==> src/hdl/sma_pkg.sv <==
package sma_pkg;

  // fixed geometry of the stores (largest supported matrix is 4x4)
  localparam int IDX_W   = 2;
  localparam int POS_W   = 4;
  localparam int NUM_POS = 16;
  localparam int VEC_LEN = 4;
  localparam int DATA_W  = 32;
  localparam int SUM_W   = 67;

  // request opcodes
  typedef enum logic [3:0] {
    OP_LOAD_OPND = 4'd0,
    OP_LOAD_ACC  = 4'd1,
    OP_ADD       = 4'd2,
    OP_SUB       = 4'd3,
    OP_SCALE     = 4'd4,
    OP_MUL       = 4'd5,
    OP_LOAD_VEC  = 4'd6,
    OP_XFORM     = 4'd7,
    OP_READ      = 4'd8
  } opcode_t;

  // sequencer states
  typedef enum logic [1:0] {
    STATE_IDLE,
    STATE_RUN,
    STATE_DRAIN
  } state_t;

  // operation of the shared arithmetic unit
  typedef enum logic [1:0] {
    MODE_ADD,
    MODE_SUB,
    MODE_MUL
  } mode_t;

  // element tag carried along the arithmetic pipeline
  typedef struct packed {
    logic [IDX_W-1:0] row;
    logic [IDX_W-1:0] col;
    logic             fin;
  } tag_t;

  // one term issued to the arithmetic unit
  typedef struct packed {
    logic  valid;
    logic  first;
    logic  last;
    mode_t mode;
    tag_t  tag;
  } issue_t;

endpackage

==> src/hdl/sma_mac.sv <==
module sma_mac #(
  parameter int FRAC_BITS = 16
) (
  input  logic                               clk,
  input  logic                               rst,
  input  logic                               en,
  input  sma_pkg::issue_t                    issue,
  input  logic signed [sma_pkg::DATA_W-1:0]  a,
  input  logic signed [sma_pkg::DATA_W-1:0]  b,
  output logic                               res_valid,
  output sma_pkg::tag_t                      res_tag,
  output logic signed [sma_pkg::DATA_W-1:0]  res_value
);

  localparam logic signed [sma_pkg::SUM_W-1:0] SAT_MAX = 67'sd2147483647;
  localparam logic signed [sma_pkg::SUM_W-1:0] SAT_MIN = -67'sd2147483648;

  logic signed [63:0]               prod;
  logic signed [63:0]               term_next;
  logic signed [63:0]               term;
  logic                             s1_valid;
  logic                             s1_first;
  logic                             s1_last;
  sma_pkg::tag_t                    s1_tag;
  logic signed [sma_pkg::SUM_W-1:0] sum;
  logic signed [sma_pkg::SUM_W-1:0] sum_next;

  // full-width signed product
  assign prod = a * b;

  // term: truncated product, sum or difference
  always_comb begin
    case (issue.mode)
      sma_pkg::MODE_MUL: term_next = prod >>> FRAC_BITS;
      sma_pkg::MODE_SUB: term_next = 64'(a) - 64'(b);
      default:           term_next = 64'(a) + 64'(b);
    endcase
  end

  // stage 1 control
  always_ff @(posedge clk) begin
    if (rst) begin
      s1_valid <= 1'b0;
    end else if (en) begin
      s1_valid <= issue.valid;
    end
  end

  // stage 1 payload
  always_ff @(posedge clk) begin
    if (en) begin
      term     <= term_next;
      s1_first <= issue.first;
      s1_last  <= issue.last;
      s1_tag   <= issue.tag;
    end
  end

  // exact running sum of terms
  assign sum_next = s1_first ? sma_pkg::SUM_W'(term) : sum + sma_pkg::SUM_W'(term);

  // stage 2 control
  always_ff @(posedge clk) begin
    if (rst) begin
      res_valid <= 1'b0;
    end else if (en) begin
      res_valid <= s1_valid & s1_last;
    end
  end

  // stage 2 payload
  always_ff @(posedge clk) begin
    if (en && s1_valid) begin
      sum     <= sum_next;
      res_tag <= s1_tag;
    end
  end

  // saturate to 32 bits
  always_comb begin
    if (sum > SAT_MAX) begin
      res_value = sma_pkg::DATA_W'(SAT_MAX);
    end else if (sum < SAT_MIN) begin
      res_value = sma_pkg::DATA_W'(SAT_MIN);
    end else begin
      res_value = sma_pkg::DATA_W'(sum);
    end
  end

endmodule
==> config.mk <==
export PLATFORM = sky130hd
export DESIGN_NAME = sma_mac
export DESIGN_NICKNAME = d
export VERILOG_FILES = /design/src/hdl/sma_pkg.sv /design/src/hdl/sma_mac.sv
export SDC_FILE = /design/constraint.sdc
export NUM_CORES = 2
export LEC_CHECK = 0
export ABC_AREA = 0
export BUFFER_PORTS_ARGS = -buffer_cell sky130_fd_sc_hd__buf_4
export CORE_MARGIN = 2
export CORE_UTILIZATION = 50
export DETAILED_ROUTE_END_ITERATION = 16
export GPL_TIMING_DRIVEN = 1
export PLACE_DENSITY_LB_ADDON = 0.05
export SLEW_MARGIN = 0
export SYNTH_ARGS = -nofsm -noshare
export SYNTH_HDL_FRONTEND = slang
export SYNTH_SLANG_ARGS = --single-unit
export TNS_END_PERCENT = 10
==> constraint.sdc <==
create_clock -name clk -period 13.6 [get_ports clk]
set_clock_uncertainty 0.1 [all_clocks]
set_input_delay 3.4 -clock clk [delete_from_list [all_inputs] [get_ports clk]]
set_output_delay 3.4 -clock clk [all_outputs]
set_load 0.02 [all_outputs]
After elaboration in Yosys (flattened, before gate mapping)

Index checks and enable logic that the tools add are counted.

Flip-flop bits (word level): 145
Input port bits: 77
Logic and storage cells: 26

Add/sub/neg operators: 3
$mul: 1
$lt $le $gt $ge: 2
Equality and inequality tests: 2
Mux-type cells: 4
Bitwise logic cells: 1
Reductions and logical operators: 1

Operators by type and width:

| operator               | count |
|---|---|
| $pmux W64 S2           | 1 |
| $add A67 B64 Y67       | 1 |
| $gt A67 B32 Y1 const B | 1 |
| $lt A67 B32 Y1 const B | 1 |
| $mux W67               | 1 |
| $mul A32 B32 Y64       | 1 |
| $mux W32               | 2 |
| $add A32 B32 Y33       | 1 |
| $sub A32 B32 Y33       | 1 |
| $eq A2 B1 Y1 const B   | 1 |
| $eq A2 B2 Y1 const B   | 1 |
| $and A1 B1 Y1          | 1 |
| $logic_and A1 B1 Y1    | 1 |

Logic depth before layout (Yosys ltp)

Depth after elaboration: 3
Mapped depth: 29

Least setup slack after synthesis

OpenSTA, ideal clock, no wires.

Path kind: input to register
From: input a[31] (netlist name)
To: register term[44], data pin
Arrival: 11.440 ns
Data required time: 13.229 ns
Path slack: 1.789 ns
Stages on the path: 28
Path buffers: 3
Cells stage by stage: clkbuf_1 > buf_1 > nand2_1 > inv_1 > fa_1 > fa_1 > fa_1 > fa_1 > inv_1 > fa_1 > inv_1 > fa_1 > inv_1 > fa_1 > inv_1 > fa_1 > ha_1 > clkbuf_1 > and3_1 > a221o_1 > a31oi_1 > o21ai_0 > a311oi_1 > o221ai_1 > or2_2 > a31oi_1 > xor2_1 > o21ai_2

Word-level cells in the longest chain between the ends: 2

Ends and longest elaborated chain:

| item                                     | line          | source |
|---|---|---|
| from (decl)                              | sma_mac.sv:8  | `input logic signed [sma_pkg::DATA_W-1:0] a,` |
| $mul A32 B32 Y64 (tied with other cells) | sma_mac.sv:29 | `assign prod = a * b;` |
| $pmux W64 S2 *                           | sma_mac.sv:33 | `case (issue.mode)` |
| named net term_next[44]                  | sma_mac.sv:19 | `logic signed [63:0] term_next;` |
| to (signal assigned)                     | sma_mac.sv:52 | `term <= term_next;` |
| to (decl)                                | sma_mac.sv:20 | `logic signed [63:0] term;` |

Mark *: on every way through the listed nets, which the timed path passes. The rest lies on a longest branch.
A chain may end at the register's enable or synchronous reset.

Worst setup path after layout

From: input a[31] (netlist name)
To: register term[46], data pin

The elaborated chain is that of the path after synthesis.

==> reports/qor.yml <==
routing:
  dr_total_vias: 36747
  dr.pass1.iters: 6
  viasPerCell: 5.640
  route.detailed.drc: 0
  wl_mm: 148.1
  wl_per_cell_um: 22.73
  drt_iter0_drc: 2731
  postRouteAntennaNets: 0
synth:
  synthFlopType: "edfxtp_1"
  yosysUniqueCellTypes: 89
  synth_seq_cells: 129
  syn_nets: 6839
  syn_avg_cell_area_um2: 9.043
  synth-edff-count: 127
  synth_warnings: 0
  synth_area_mm2: 0.04851
  async_flop_share_pct: 0
  yosysSeqAreaShare_pct: 7.943
  netlist_instances: 5365
critical_path:
  worstPathMaxFanout: 14
  required_ns: 13.64
  cp-start-kind: "input port"
  worstPathArrival_ns: 12.01
  path_class: "in2reg"
  end_kind: "register"
clocking:
  h-tree-depth: 4
  hold_buffers: 0
  clk_latency_ns: 0.44
  cts_resized: 0
  clk_path_buf_depth: 2
  clk_pin_slew_ns: 0.06
  cts_tree: "done"
  root_buffer: "clkbuf_16"
  cts-buffers-inserted: 17
  clock-sinks: 129
  postCtsSetupBuffers: 0
grt:
  antenna_found_initial: 3
  grt_max_degree: 74
  grt_pass1_wl_mm: 233.7
  grt-ovfl-total: 0
  grt_pass1_vias: 38778
  track_usage_pct: 30.97
cells_and_area:
  instances_no_fill: 6516
  syn_to_final_growth_pct: 4.258
  finish.instance_area_mm2: 0.05058
  fin_nets: 6698
  drive_gt1_share_pct: 4.201
  fill_cells: 9271
run:
  maxCapViolCount: 0
sta:
  relSlewSlack_pct: 31.16
  hold_viol: 0
  setup_viol: 0
  finalCritPeriodShare_pct: 88.00
  fin_crit_ns: 11.97
  final_max_slew_viol_count: 0
  rsz0062_at_grt: "false"
  tns_ns: 0
  fmax_ghz: 0.08356
  worst_slew_pin_slew_ns: 1.019
  fin_hold_ws_ns: 0.3167
floorplan:
  num_rows: 114
  ios: 115
  dieArea_mm2: 0.09954
  core_area_mm2: 0.09642
  die_y_um: 315.5
  die_w_um: 315.5
  start_util_pct: 50.31
placement:
  numPortBuffers: 114
  dpl_cell_area_mm2: 0.05002
  dp_hpwl_mm: 115.1
  routabilityCongestion: 0.9256
  post-place-cells: 6481
min_path:
  min_path_type: "reg2reg"
outcome:
  status: "finished clean"
[sequential cells by signal (all words and copies together), names as in the netlist]
signal and flops:
term 48, res_tag 5, sum 67, s1_valid 1
res_valid 1, s1_tag 5, s1_last 1, s1_first 1
[metal layers]
| layer | vias up | global-route usage (%) | wire length, µm |
|---|---|---|---|
| li1 | 16333 | - | - |
| met1 | 19107 | 45.21 | 66940 |
| met2 | 1162 | 50.20 | 68710 |
| met3 | 145 | 4.073 | 9666 |
| met4 | 0 | 5.472 | 2815 |
| met5 | - | 0 | 0 |
[metrics by stage]
| stage | util, % | worst slack (ns) |
|---|---|---|
| 2_1_floorplan | - | 1.789 |
| 3_5_place_dp | 51.87 | 1.142 |
| 4_1_cts | 52.45 | 1.582 |
| 6_report | 52.46 | 1.632 |
| 3_3_place_gp | 51.87 | 1.258 |
| 5_1_grt | 52.45 | 0.8831 |
[final cells by class]
class | instances | area (µm²) | share of cell area [%]
sequential | 129 | 3854 | 7.619
tap | 1276 | 1597 | 3.156
timing repair buffer | 136 | 1021 | 2.019
clock buffer | 17 | 425.4 | 0.8411
multi-input combinational | 3896 | 39630 | 78.34
clock inverter | 15 | 131.4 | 0.2597
inverter | 1044 | 3919 | 7.748
antenna | 3 | 7.507 | 0.01484
[cells by family after synthesis]
group / count (synthesis) / share of synthesized area (%)
buffers and inverters: 1340 / 10.40
xor gates and xnor gates: 138 / 2.491
AOI/OAI and AO/OA: 740 / 10.08
muxes: 13 / 0.2837
adders and majority gates: 1397 / 52.80
and+or+nand+nor: 1608 / 15.99
DFF: 129 / 7.943
[cell usage in the layout (no fill, tap or decap), types with 38 or more instances in the layout]
cell	count
fa_1	1084
inv_1	1041
nand2_1	704
and2_1	460
ha_1	312
nor2_1	206
a21oi_1	204
o21ai_0	161
buf_4	136
edfxtp_1	127
xnor2_1	90
a21o_1	85
nand4_1	48
xor2_1	48
o21bai_1	40
nor3_1	38
[path summary, 6_finish.rpt]
check / startpoint / end / slack [ns] / cells after the start
max: a[31] / term[46] / 1.63 / 28
max reg2reg: sum[0] / sum[66] / 9.10 / 13
min: s1_tag[0] / res_tag[0] / 0.32 / 0
min reg2reg: s1_tag[0] / res_tag[0] / 0.32 / 0
[synthesized netlist by cell type, types with 6 or more instances]
cell type	number	area (µm²)
a221oi_1	27	236.5
nand2_1	704	2643
a21o_1	85	638.1
a211o_1	6	52.55
o21ai_2	11	96.34
o211ai_1	19	142.6
a211oi_1	14	105.1
o21ai_0	161	805.8
and2_1	461	2884
a311oi_1	6	52.55
o211a_1	6	60.06
edfxtp_1	127	3814
o21a_1	13	97.59
xor2_1	48	420.4
nand4_1	48	300.3
inv_1	1041	3908
nor4_1	18	112.6
nand2b_1	29	181.4
nand3_1	35	175.2
clkbuf_1	280	1051
o31a_1	6	52.55
a21oi_1	204	1021
xnor2_1	90	788.3
buf_1	9	33.78
o221a_2	7	78.83
nor2_1	206	773.2
nor3_1	38	190.2
o21bai_1	40	300.3
mux2_2	6	67.56
and3_1	18	112.6
fa_1	1084	21700
mux2i_1	7	70.07
nor2b_1	18	112.6
o221ai_1	11	96.34
a21boi_0	7	52.55
o31ai_1	13	97.59
a31oi_1	27	168.9
o41ai_1	8	70.07
o22ai_1	16	100.1
ha_1	313	3916
[critical path, cell delays in order]
cell	delay (ns)
buf_4	0.19
inv_1	0.40
nor2_1	0.16
fa_1	0.52
inv_1	0.15
fa_1	0.53
inv_1	0.13
fa_1	0.57
fa_1	0.52
inv_1	0.44
fa_1	0.61
inv_1	0.05
fa_1	0.53
inv_1	0.05
fa_1	0.47
inv_1	0.05
fa_1	0.45
ha_1	0.39
and3_1	0.25
a221o_1	0.29
a31oi_1	0.20
o21ai_0	0.13
a311oi_1	0.32
o221ai_1	0.29
o41ai_1	0.50
nor2b_1	0.10
nor3_1	0.16
o41ai_1	0.11
Power is left out: the tool's default activity adds up to more than one toggle a clock period on the data nets, which glitch-free logic cannot reach.
